### src/rtl/core/bpr_pkg.sv
`timescale 1ns / 1ps
// Shared types and constants of the BMP pixel row decoder.
// No dependencies; every other file of the block refers to it by scoped names.
package bpr_pkg;

  // Input beat kinds (tuser)
  localparam logic [1:0] KIND_PAL_WR = 2'd0;
  localparam logic [1:0] KIND_DATA   = 2'd1;
  localparam logic [1:0] KIND_SOF    = 2'd2;

  // Configuration register indexes
  localparam logic [1:0] CFG_MODE   = 2'd0;
  localparam logic [1:0] CFG_WIDTH  = 2'd1;
  localparam logic [1:0] CFG_HEIGHT = 2'd2;

  // Pixel modes
  localparam logic [2:0] MODE_1BPP  = 3'd0;
  localparam logic [2:0] MODE_4BPP  = 3'd1;
  localparam logic [2:0] MODE_8BPP  = 3'd2;
  localparam logic [2:0] MODE_555A  = 3'd3;
  localparam logic [2:0] MODE_565   = 3'd4;
  localparam logic [2:0] MODE_4444  = 3'd5;
  localparam logic [2:0] MODE_24BPP = 3'd6;
  localparam logic [2:0] MODE_32BPP = 3'd7;

  // Image size limits (register values above saturate)
  localparam logic [12:0] MAX_WIDTH  = 13'd4096;
  localparam logic [12:0] MAX_HEIGHT = 13'd4096;

  // Configuration register file
  typedef struct packed {
    logic [2:0]  pixel_mode;
    logic [12:0] image_width;
    logic [12:0] image_height;
  } cfg_t;

  // One unit of work for the pixel expander
  typedef struct packed {
    logic        is_wr;     // palette write, no pixel out
    logic        indexed;   // palette pixels unpacked from data
    logic [7:0]  pal_addr;
    logic [23:0] pal_rgb;   // R,G,B from high to low
    logic [7:0]  data;      // raw byte for indexed modes
    logic [2:0]  mode;
    logic [3:0]  count;     // pixels in this job, 1..8
    logic [11:0] col;       // column of first pixel
    logic [11:0] row;
    logic [31:0] rgba;      // R,G,B,A of a direct pixel
  } job_t;

endpackage

### src/rtl/core/bpr_front.sv
`timescale 1ns / 1ps
// Frame position tracking and per-beat decode into expander jobs.
// Depends on bpr_pkg.
module bpr_front (
  input  logic          clk,
  input  logic          rst,
  input  bpr_pkg::cfg_t cfg,
  input  logic          accept,
  input  logic [1:0]    kind,
  input  logic [7:0]    palette_index,
  input  logic [7:0]    palette_red,
  input  logic [7:0]    palette_green,
  input  logic [7:0]    palette_blue,
  input  logic [7:0]    data_byte,
  output bpr_pkg::job_t job,
  output logic          job_load
);

  // Frame state
  logic [13:0] row_byte_count;
  logic [1:0]  byte_mod3;
  logic [12:0] pixel_column;
  logic [12:0] rows_done;
  logic [23:0] partial_pixel;

  logic [13:0] row_byte_count_next;
  logic [1:0]  byte_mod3_next;
  logic [12:0] pixel_column_next;
  logic [12:0] rows_done_next;
  logic [23:0] partial_pixel_next;

  logic [12:0] w, h;
  logic        active, col_ok, is_indexed, last_byte;
  logic [17:0] row_bits, row_bits_rnd;
  logic [14:0] stride, rbc_inc;
  logic [12:0] remain;
  logic [3:0]  per, cnt;
  logic [1:0]  sub;
  logic [23:0] base;
  logic [31:0] shifted, v;
  logic [7:0]  r, g, b, a;
  logic [12:0] row_full;

  // Saturate the size and derive the padded row length
  always_comb begin
    w = (cfg.image_width > bpr_pkg::MAX_WIDTH) ? bpr_pkg::MAX_WIDTH : cfg.image_width;
    h = (cfg.image_height > bpr_pkg::MAX_HEIGHT) ? bpr_pkg::MAX_HEIGHT : cfg.image_height;
    case (cfg.pixel_mode)
      bpr_pkg::MODE_1BPP:  row_bits = {5'd0, w};
      bpr_pkg::MODE_4BPP:  row_bits = {3'd0, w, 2'd0};
      bpr_pkg::MODE_8BPP:  row_bits = {2'd0, w, 3'd0};
      bpr_pkg::MODE_24BPP: row_bits = {1'b0, w, 4'd0} + {2'd0, w, 3'd0};
      bpr_pkg::MODE_32BPP: row_bits = {w, 5'd0};
      default:             row_bits = {1'b0, w, 4'd0};
    endcase
    row_bits_rnd = row_bits + 18'd31;
    stride       = {row_bits_rnd[17:5], 2'b00};
    active       = (w != 13'd0) && (h != 13'd0) && (rows_done < h);
    col_ok       = pixel_column < w;
    is_indexed   = cfg.pixel_mode inside {bpr_pkg::MODE_1BPP, bpr_pkg::MODE_4BPP,
                                          bpr_pkg::MODE_8BPP};
    row_full     = h - 13'd1 - rows_done;
  end

  // Pixels of one indexed byte, clipped at the row end
  always_comb begin
    case (cfg.pixel_mode)
      bpr_pkg::MODE_1BPP: per = 4'd8;
      bpr_pkg::MODE_4BPP: per = 4'd2;
      default:            per = 4'd1;
    endcase
    remain = w - pixel_column;
    cnt    = (remain < {9'd0, per}) ? remain[3:0] : per;
  end

  // Byte position within a multi-byte pixel and pixel assembly
  always_comb begin
    case (cfg.pixel_mode)
      bpr_pkg::MODE_24BPP: begin
        sub       = byte_mod3;
        last_byte = (byte_mod3 == 2'd2);
      end
      bpr_pkg::MODE_32BPP: begin
        sub       = row_byte_count[1:0];
        last_byte = (row_byte_count[1:0] == 2'd3);
      end
      default: begin
        sub       = {1'b0, row_byte_count[0]};
        last_byte = row_byte_count[0];
      end
    endcase
    base    = (sub == 2'd0) ? 24'd0 : partial_pixel;
    shifted = {24'd0, data_byte} << {sub, 3'b000};
    v       = {8'd0, base} | shifted;
    case (cfg.pixel_mode)
      bpr_pkg::MODE_555A: begin
        b = {v[4:0], 3'b000};
        g = {v[9:5], 3'b000};
        r = {v[14:10], 3'b000};
        a = v[15] ? 8'd0 : 8'd255;
      end
      bpr_pkg::MODE_565: begin
        b = {v[4:0], 3'b000};
        g = {v[10:5], 2'b00};
        r = {v[15:11], 3'b000};
        a = 8'd255;
      end
      bpr_pkg::MODE_4444: begin
        b = {v[3:0], 4'h0};
        g = {v[7:4], 4'h0};
        r = {v[11:8], 4'h0};
        a = {v[15:12], 4'h0};
      end
      bpr_pkg::MODE_24BPP: begin
        b = v[7:0];
        g = v[15:8];
        r = v[23:16];
        a = 8'd255;
      end
      default: begin
        b = base[7:0];
        g = base[15:8];
        r = base[23:16];
        a = data_byte;
      end
    endcase
  end

  // Next frame state and job build
  always_comb begin
    row_byte_count_next = row_byte_count;
    byte_mod3_next      = byte_mod3;
    pixel_column_next   = pixel_column;
    rows_done_next      = rows_done;
    partial_pixel_next  = partial_pixel;
    rbc_inc             = {1'b0, row_byte_count} + 15'd1;
    job_load            = 1'b0;

    job.is_wr    = (kind == bpr_pkg::KIND_PAL_WR);
    job.indexed  = is_indexed;
    job.pal_addr = palette_index;
    job.pal_rgb  = {palette_red, palette_green, palette_blue};
    job.data     = data_byte;
    job.mode     = cfg.pixel_mode;
    job.count    = is_indexed ? cnt : 4'd1;
    job.col      = pixel_column[11:0];
    job.row      = row_full[11:0];
    job.rgba     = {r, g, b, a};

    if (accept) begin
      case (kind)
        bpr_pkg::KIND_PAL_WR: job_load = 1'b1;
        bpr_pkg::KIND_SOF: begin
          row_byte_count_next = '0;
          byte_mod3_next      = '0;
          pixel_column_next   = '0;
          rows_done_next      = '0;
          partial_pixel_next  = '0;
        end
        bpr_pkg::KIND_DATA: begin
          if (active) begin
            if (col_ok) begin
              if (is_indexed) begin
                job_load          = 1'b1;
                pixel_column_next = pixel_column + {9'd0, cnt};
              end else if (last_byte) begin
                job_load           = 1'b1;
                pixel_column_next  = pixel_column + 13'd1;
                partial_pixel_next = '0;
              end else begin
                partial_pixel_next = base | shifted[23:0];
              end
            end
            // Advance within the padded row; close the row at its end
            if (rbc_inc >= stride) begin
              row_byte_count_next = '0;
              byte_mod3_next      = '0;
              pixel_column_next   = '0;
              partial_pixel_next  = '0;
              rows_done_next      = rows_done + 13'd1;
            end else begin
              row_byte_count_next = rbc_inc[13:0];
              byte_mod3_next      = (byte_mod3 == 2'd2) ? 2'd0 : byte_mod3 + 2'd1;
            end
          end
        end
        default: ;
      endcase
    end
  end

  // Hold frame state
  always_ff @(posedge clk) begin
    if (rst) begin
      row_byte_count <= '0;
      byte_mod3      <= '0;
      pixel_column   <= '0;
      rows_done      <= '0;
      partial_pixel  <= '0;
    end else begin
      row_byte_count <= row_byte_count_next;
      byte_mod3      <= byte_mod3_next;
      pixel_column   <= pixel_column_next;
      rows_done      <= rows_done_next;
      partial_pixel  <= partial_pixel_next;
    end
  end

endmodule

### config.mk
export PLATFORM = sky130hd
export DESIGN_NAME = bpr_front
export DESIGN_NICKNAME = d
export VERILOG_FILES = /design/src/rtl/core/bpr_pkg.sv /design/src/rtl/core/bpr_front.sv
export SDC_FILE = /design/constraint.sdc
export NUM_CORES = 1
export LEC_CHECK = 0
export ABC_AREA = 1
export BUFFER_PORTS_ARGS = -buffer_cell sky130_fd_sc_hd__buf_2
export CAP_MARGIN = 0
export CORE_ASPECT_RATIO = 2
export CORE_MARGIN = 1
export CORE_UTILIZATION = 54
export CTS_BUF_LIST = sky130_fd_sc_hd__clkbuf_4
export CTS_CLUSTER_DIAMETER = 60
export DETAILED_ROUTE_END_ITERATION = 12
export GPL_TIMING_DRIVEN = 0
export PLACE_DENSITY = 0.78
export SYNTH_ARGS = -nofsm -noshare
export SYNTH_HDL_FRONTEND = slang
export SYNTH_SLANG_ARGS = --single-unit
### constraint.sdc
create_clock -name clk -period 6.4 [get_ports clk]
set_input_delay 1.28 -clock clk [delete_from_list [all_inputs] [get_ports clk]]
set_output_delay 1.28 -clock clk [all_outputs]
set_load 0.01 [all_outputs]
## After elaboration in Yosys (flattened, before gate mapping)

Cells that the tools add are included.

- Flip-flop bits (word level): 66
- Bits of input ports: 74
- Output and inout bits: 106
- Word-level logic and storage cells: 97

- $add $sub $neg: 10
- Order comparisons: 6
- Eq/ne operators: 16
- Shifts and indexed selects: 1
- Multiplexer cells: 42
- Bitwise gates (word level): 2
- Reductions and logical operators: 15

Operators with widths:

| kind | count |
|---|---|
| 2-to-1 mux 24 bit | 6 |
| 2-to-1 mux 13 bit | 9 |
| one-hot mux 18 bit (5 select lines) | 1 |
| one-hot mux 8 bit (4 select lines) | 2 |
| one-hot mux 13 bit (2 select lines) | 2 |
| OR 24 bit | 2 |
| one-hot mux 24 bit (2 select lines) | 1 |
| one-hot mux 8 bit (3 select lines) | 2 |
| 2-to-1 mux 14 bit | 2 |
| one-hot mux 14 bit (2 select lines) | 1 |
| adder 13 x 1 -> 13 bit, second input constant | 2 |
| greater-than comparator 13 bit, second input constant | 2 |
| < comparator 13 bit | 2 |
| nonzero test 13 bit | 2 |
| left shift 8 x 5 -> 24 bit | 1 |
| adder 17 x 16 -> 18 bit | 1 |
| adder 18 x 5 -> 18 bit, second input constant | 1 |
| adder 14 x 1 -> 15 bit, second input constant | 1 |
| >= comparator 15 bit | 1 |
| adder 13 x 4 -> 13 bit | 1 |
| < comparator 13 x 4 -> 1 bit | 1 |
| subtractor 13 bit | 1 |
| == test 3 bit, second input constant | 4 |
| subtractor 12 x 1 -> 12 bit, second input constant | 1 |
| other kinds (25) | 43 |

## Depth between registers and ports, before layout

- Depth in word-level cells: 11
- Mapped depth: 41
- Depth with buffers taken out: 39

## Worst setup path after synthesis

Ideal clock, no wire load.

- Path type: in2reg
- Start point: in cfg[21] (netlist name)
- End point: reg partial_pixel[3]
- Library setup time: 0.132 ns
- Arrival time: 5.459 ns
- Data required time: 6.268 ns
- Slack: 0.809 ns
- Stages on the path: 32
- Path buffers: 3
- Cell sequence: or2_1 -> nor2_1 -> nand2_1 -> nand2_2 -> buf_6 -> nand2_1 -> inv_1 -> ha_1 -> a21oi_1 -> o21ai_0 -> o21bai_1 -> a21oi_1 -> nand2_1 -> a22oi_1 -> nand3_1 -> nor2_1 -> nand3b_1 -> nand2_1 -> nand2_1 -> ha_1 -> nand2_1 -> inv_1 -> nand2_1 -> or4_1 -> nand3_1 -> nor2_1 -> inv_1 -> nand2_4 -> buf_2 -> buf_2 -> nand3_1 -> a21oi_1

- Longest elaborated chain between the ends: 9
- Elaborated cells between the ends (all ways): 17
- Those cells by class: add/sub (2); order compare (3); eq/ne (3); mux (5); reduce/logical (4)

RTL lines:

| item | RTL line | RTL |
|---|---|---|
| start, declared | bpr_front.sv:7 | `input bpr_pkg::cfg_t cfg,` |
| greater-than comparator 13 bit | bpr_front.sv:46 | `w = (cfg.image_width > bpr_pkg::MAX_WIDTH) ? bpr_pkg::MAX_WIDTH : cfg.image_width;` |
| 2-to-1 mux 13 bit * | bpr_front.sv:46 |  |
| adder 17 x 16 -> 18 bit | bpr_front.sv:52 | `bpr_pkg::MODE_24BPP: row_bits = {1'b0, w, 4'd0} + {2'd0, w, 3'd0};` |
| one-hot mux 18 bit (5 select lines) | bpr_front.sv:48 | `case (cfg.pixel_mode)` |
| adder 18 x 5 -> 18 bit | bpr_front.sv:56 | `row_bits_rnd = row_bits + 18'd31;` |
| >= comparator 15 bit | bpr_front.sv:175 | `if (rbc_inc >= stride) begin` |
| 2-to-1 mux 24 bit | bpr_front.sv:175 |  |
| 2-to-1 mux 24 bit | bpr_front.sv:161 | `if (active) begin` |
| one-hot mux 24 bit (2 select lines) | bpr_front.sv:151 | `case (kind)` |
| end signal, assigned | bpr_front.sv:205 | `partial_pixel <= partial_pixel_next;` |
| end, declared | bpr_front.sv:24 | `logic [23:0] partial_pixel;` |

Mark *: on every way between the ends. The rest lies on a longest branch, timed or not. The select of a mux whose other input is x is not followed.
A chain may end at the register's enable or synchronous reset.

==> results.json <==
{
  "finClkSkew_ps": 28.4,
  "cts_tree": "built",
  "cts.htree.levels": 3,
  "place_congestion": 1.03,
  "ys_seq_elements": 66,
  "layout_commonest_cell": "nand2_1",
  "start_util_pct": 55.1,
  "yosysWarningCount": 0,
  "finalSetupViolations": 0,
  "core_sq_um": 15200,
  "async_flop_share_pct": 0,
  "firstDrtPassIters": 7,
  "first_iter_violations": 492,
  "antenna_left": 0,
  "cap_violations": 0,
  "leakagePower_uw": 0.00491,
  "syn-num-nets": 1529,
  "yosysTopAreaCellShare_pct": 15.8,
  "power_density_nw_per_um2": 150,
  "layout-drive-gt1-share_pct": 21.3,
  "grt_usage_pct": 37.5,
  "crit_path_end_kind": "output pin",
  "grt_pass1_vias": 9546,
  "rsz0062_at_grt": "no",
  "ys_seq_area_share_pct": 15.8,
  "antenna_found_initial": 3,
  "synth_edf_count": 0,
  "port_buffers": 147,
  "syn_area_per_cell_sq_um": 6.09,
  "hold_viol": 0,
  "clock.fmax_mhz": 166,
  "instances_no_fill": 1751,
  "worstMarginPinSlew_ps": 1280,
  "grt_max_degree": 12,
  "route.detailed.drc": 0,
  "fp.dieH_um": 178,
  "vias": 9878,
  "grt_pass1_wl_um": 46400,
  "cts_root_buf": "clkbuf_4",
  "critPathArrivalTime_ps": 4740,
  "wl_per_cell_um": 17.2,
  "die_x_um": 90.1,
  "place_inst": 1722,
  "post-route-cell-area_sq_um": 9680,
  "finalCriticalPeriod_ps": 6020,
  "syn_to_final_growth_pct": 15.4,
  "cts_buffers": 9,
  "ys.flop_type": "dfxtp_1",
  "min_period_over_period_pct": 94.1,
  "clk_path_buf_depth": 2,
  "crit_fanout": 10,
  "power_uw": 1450,
  "die_area_sq_um": 16100,
  "clk_pin_slew_ps": 120,
  "row_count": 64,
  "post-synth-top-area-cell": "dfxtp_1",
  "placed_area_sq_um": 9370,
  "syn_area_sq_um": 8380,
  "ir_worst_vdd_v": 0.000114,
  "post-route-util_pct": 63.6,
  "hp-class": "reg -> reg",
  "most-common-layout-cells": "nand2_1, inv_1, nor2_1",
  "syn_inst": 1377,
  "path_class": "in -> out",
  "worstPathRequired_ps": 5120,
  "synth_area_leaders": "dfxtp_1, nand2_1, ha_1, inv_1, nor2_1",
  "vias_per_cell": 5.64,
  "dp_hpwl_um": 24600,
  "clock_sinks": 66,
  "nNetsFinal": 1698,
  "outcome": "finished, final reports clean",
  "gr-total-overflow": 0,
  "slew_violations": 0,
  "clock_latency_ps": 500,
  "num_io_pins": 180,
  "startpoint_type": "primary input",
  "finalWirelength_um": 30200,
  "relSlewSlack_pct": 14.0,
  "yosys.cell_types.count": 56
}
==> power by group <==
group | total [uW] | internal, uW | switching, uW
registers | 455 | 435 | 20.2
logic | 686 | 242 | 444
clock network | 313 | 126 | 186
==> cell type report <==
| class | instances | area [sq um] |
|---|---|---|
| flip-flops and latches | 66 | 1320 |
| clock inverters | 5 | 55.1 |
| plain buffers | 84 | 569 |
| multi-input cells | 1017 | 5790 |
| well taps | 198 | 248 |
| clock buffers | 11 | 82.6 |
| fillers | 1610 | 5540 |
| diodes | 2 | 5.00 |
| inverters | 210 | 791 |
| repair buffers | 158 | 818 |
==> cells in the mapped netlist (3+ instances only) <==
cell and n:
a211o_1 3, a211oi_1 17, a21o_1 4, a21oi_1 80
a221oi_1 5, a31oi_1 5, buf_2 8, buf_4 58
clkbuf_1 15, dfxtp_1 66, ha_1 76, inv_1 195
inv_2 13, nand2_1 274, nand2_2 12, nand2_4 3
nand3_1 71, nand3_2 3, nand3b_1 5, nand4_1 24
nor2_1 169, nor2_2 16, nor2_4 4, nor3_1 30
nor3b_1 6, o2111ai_1 8, o211ai_1 3, o21ai_0 78
o21ai_1 20, o21bai_1 6, o221ai_1 6, o22ai_1 31
or2_2 3, xnor2_1 6, xor2_1 26
==> worst paths after layout <==
kind,endpoint,from,slack [ps],cells after the start
max reg2reg,pixel_column[12]$_SDFFE_PP0P_,pixel_column[1]$_SDFFE_PP0P_,1800,26
min reg2reg,rows_done[0]$_SDFFE_PP0P_,rows_done[0]$_SDFFE_PP0P_,500,2
max,job[57],cfg[14],380,22
min,rows_done[0]$_SDFFE_PP0P_,rows_done[0]$_SDFFE_PP0P_,500,2
==> timing repair <==
| action | in CTS | in global routing |
|---|---|---|
| pin swaps | 0 | 3 |
| setup endpoints to repair | 32 | 68 |
| hold buffers | 0 | 0 |
| setup buffers | 2 | 9 |
| gates resized for setup | 5 | 32 |
| endpoints found under the hold margin | 0 | 0 |
==> through the flow <==
stage | hold WS, ps | TNS, ps | worst slack, ps
2_1_floorplan | 458 | 0 | 809
3_3_place_gp | 470 | -28220 | -652
3_5_place_dp | 484 | -29190 | -676
4_1_cts | 500 | 0 | 19.8
5_1_grt | 533 | 0 | 15.1
6_report | 500 | 0 | 380
==> critical path, cell delays in order <==
cell and delay, ps:
buf_2 160, nor2_2 160, nand2_1 70, nor2_1 90, nand2_1 100, nand2_4 120, buf_8 160, inv_2 50
nor2_4 150, inv_2 110, ha_1 210, inv_1 90, ha_1 250, ha_1 300, a21oi_1 150, a21boi_1 80
a211oi_1 400, nand3_1 220, nand2_1 110, inv_1 40, nor2_1 250, buf_2 190
==> metal layers <==
metal / GRT usage, % / vias to the layer above / part of all wire, %
met5: 0 / - / 0
met4: 37.0 / 0 / 10
met3: 8.57 / 181 / 5.2
met2: 71.1 / 449 / 52
met1: 31.0 / 4395 / 32
li1: - / 4853 / -
==> flip-flops by register name, indices dropped and copies added (netlist names) <==
register / count
byte_mod3: 2
partial_pixel: 24
pixel_column: 13
row_byte_count: 14
rows_done: 13
==> kinds of logic (layout without fill, tap and decap cells) <==
kind of cell    Yosys count  in the layout  share of synthesized area (%)
compound gates          277            277                           19.5
fa+ha+maj                78             78                           11.8
simple gates            630            630                           33.5
xor+xnor                 32             32                           3.34
flops                    66             66                           15.8
other cells               0              2                              0
buf+inv                 294            468                           16.1
Power figures use the tool's default switching activity.
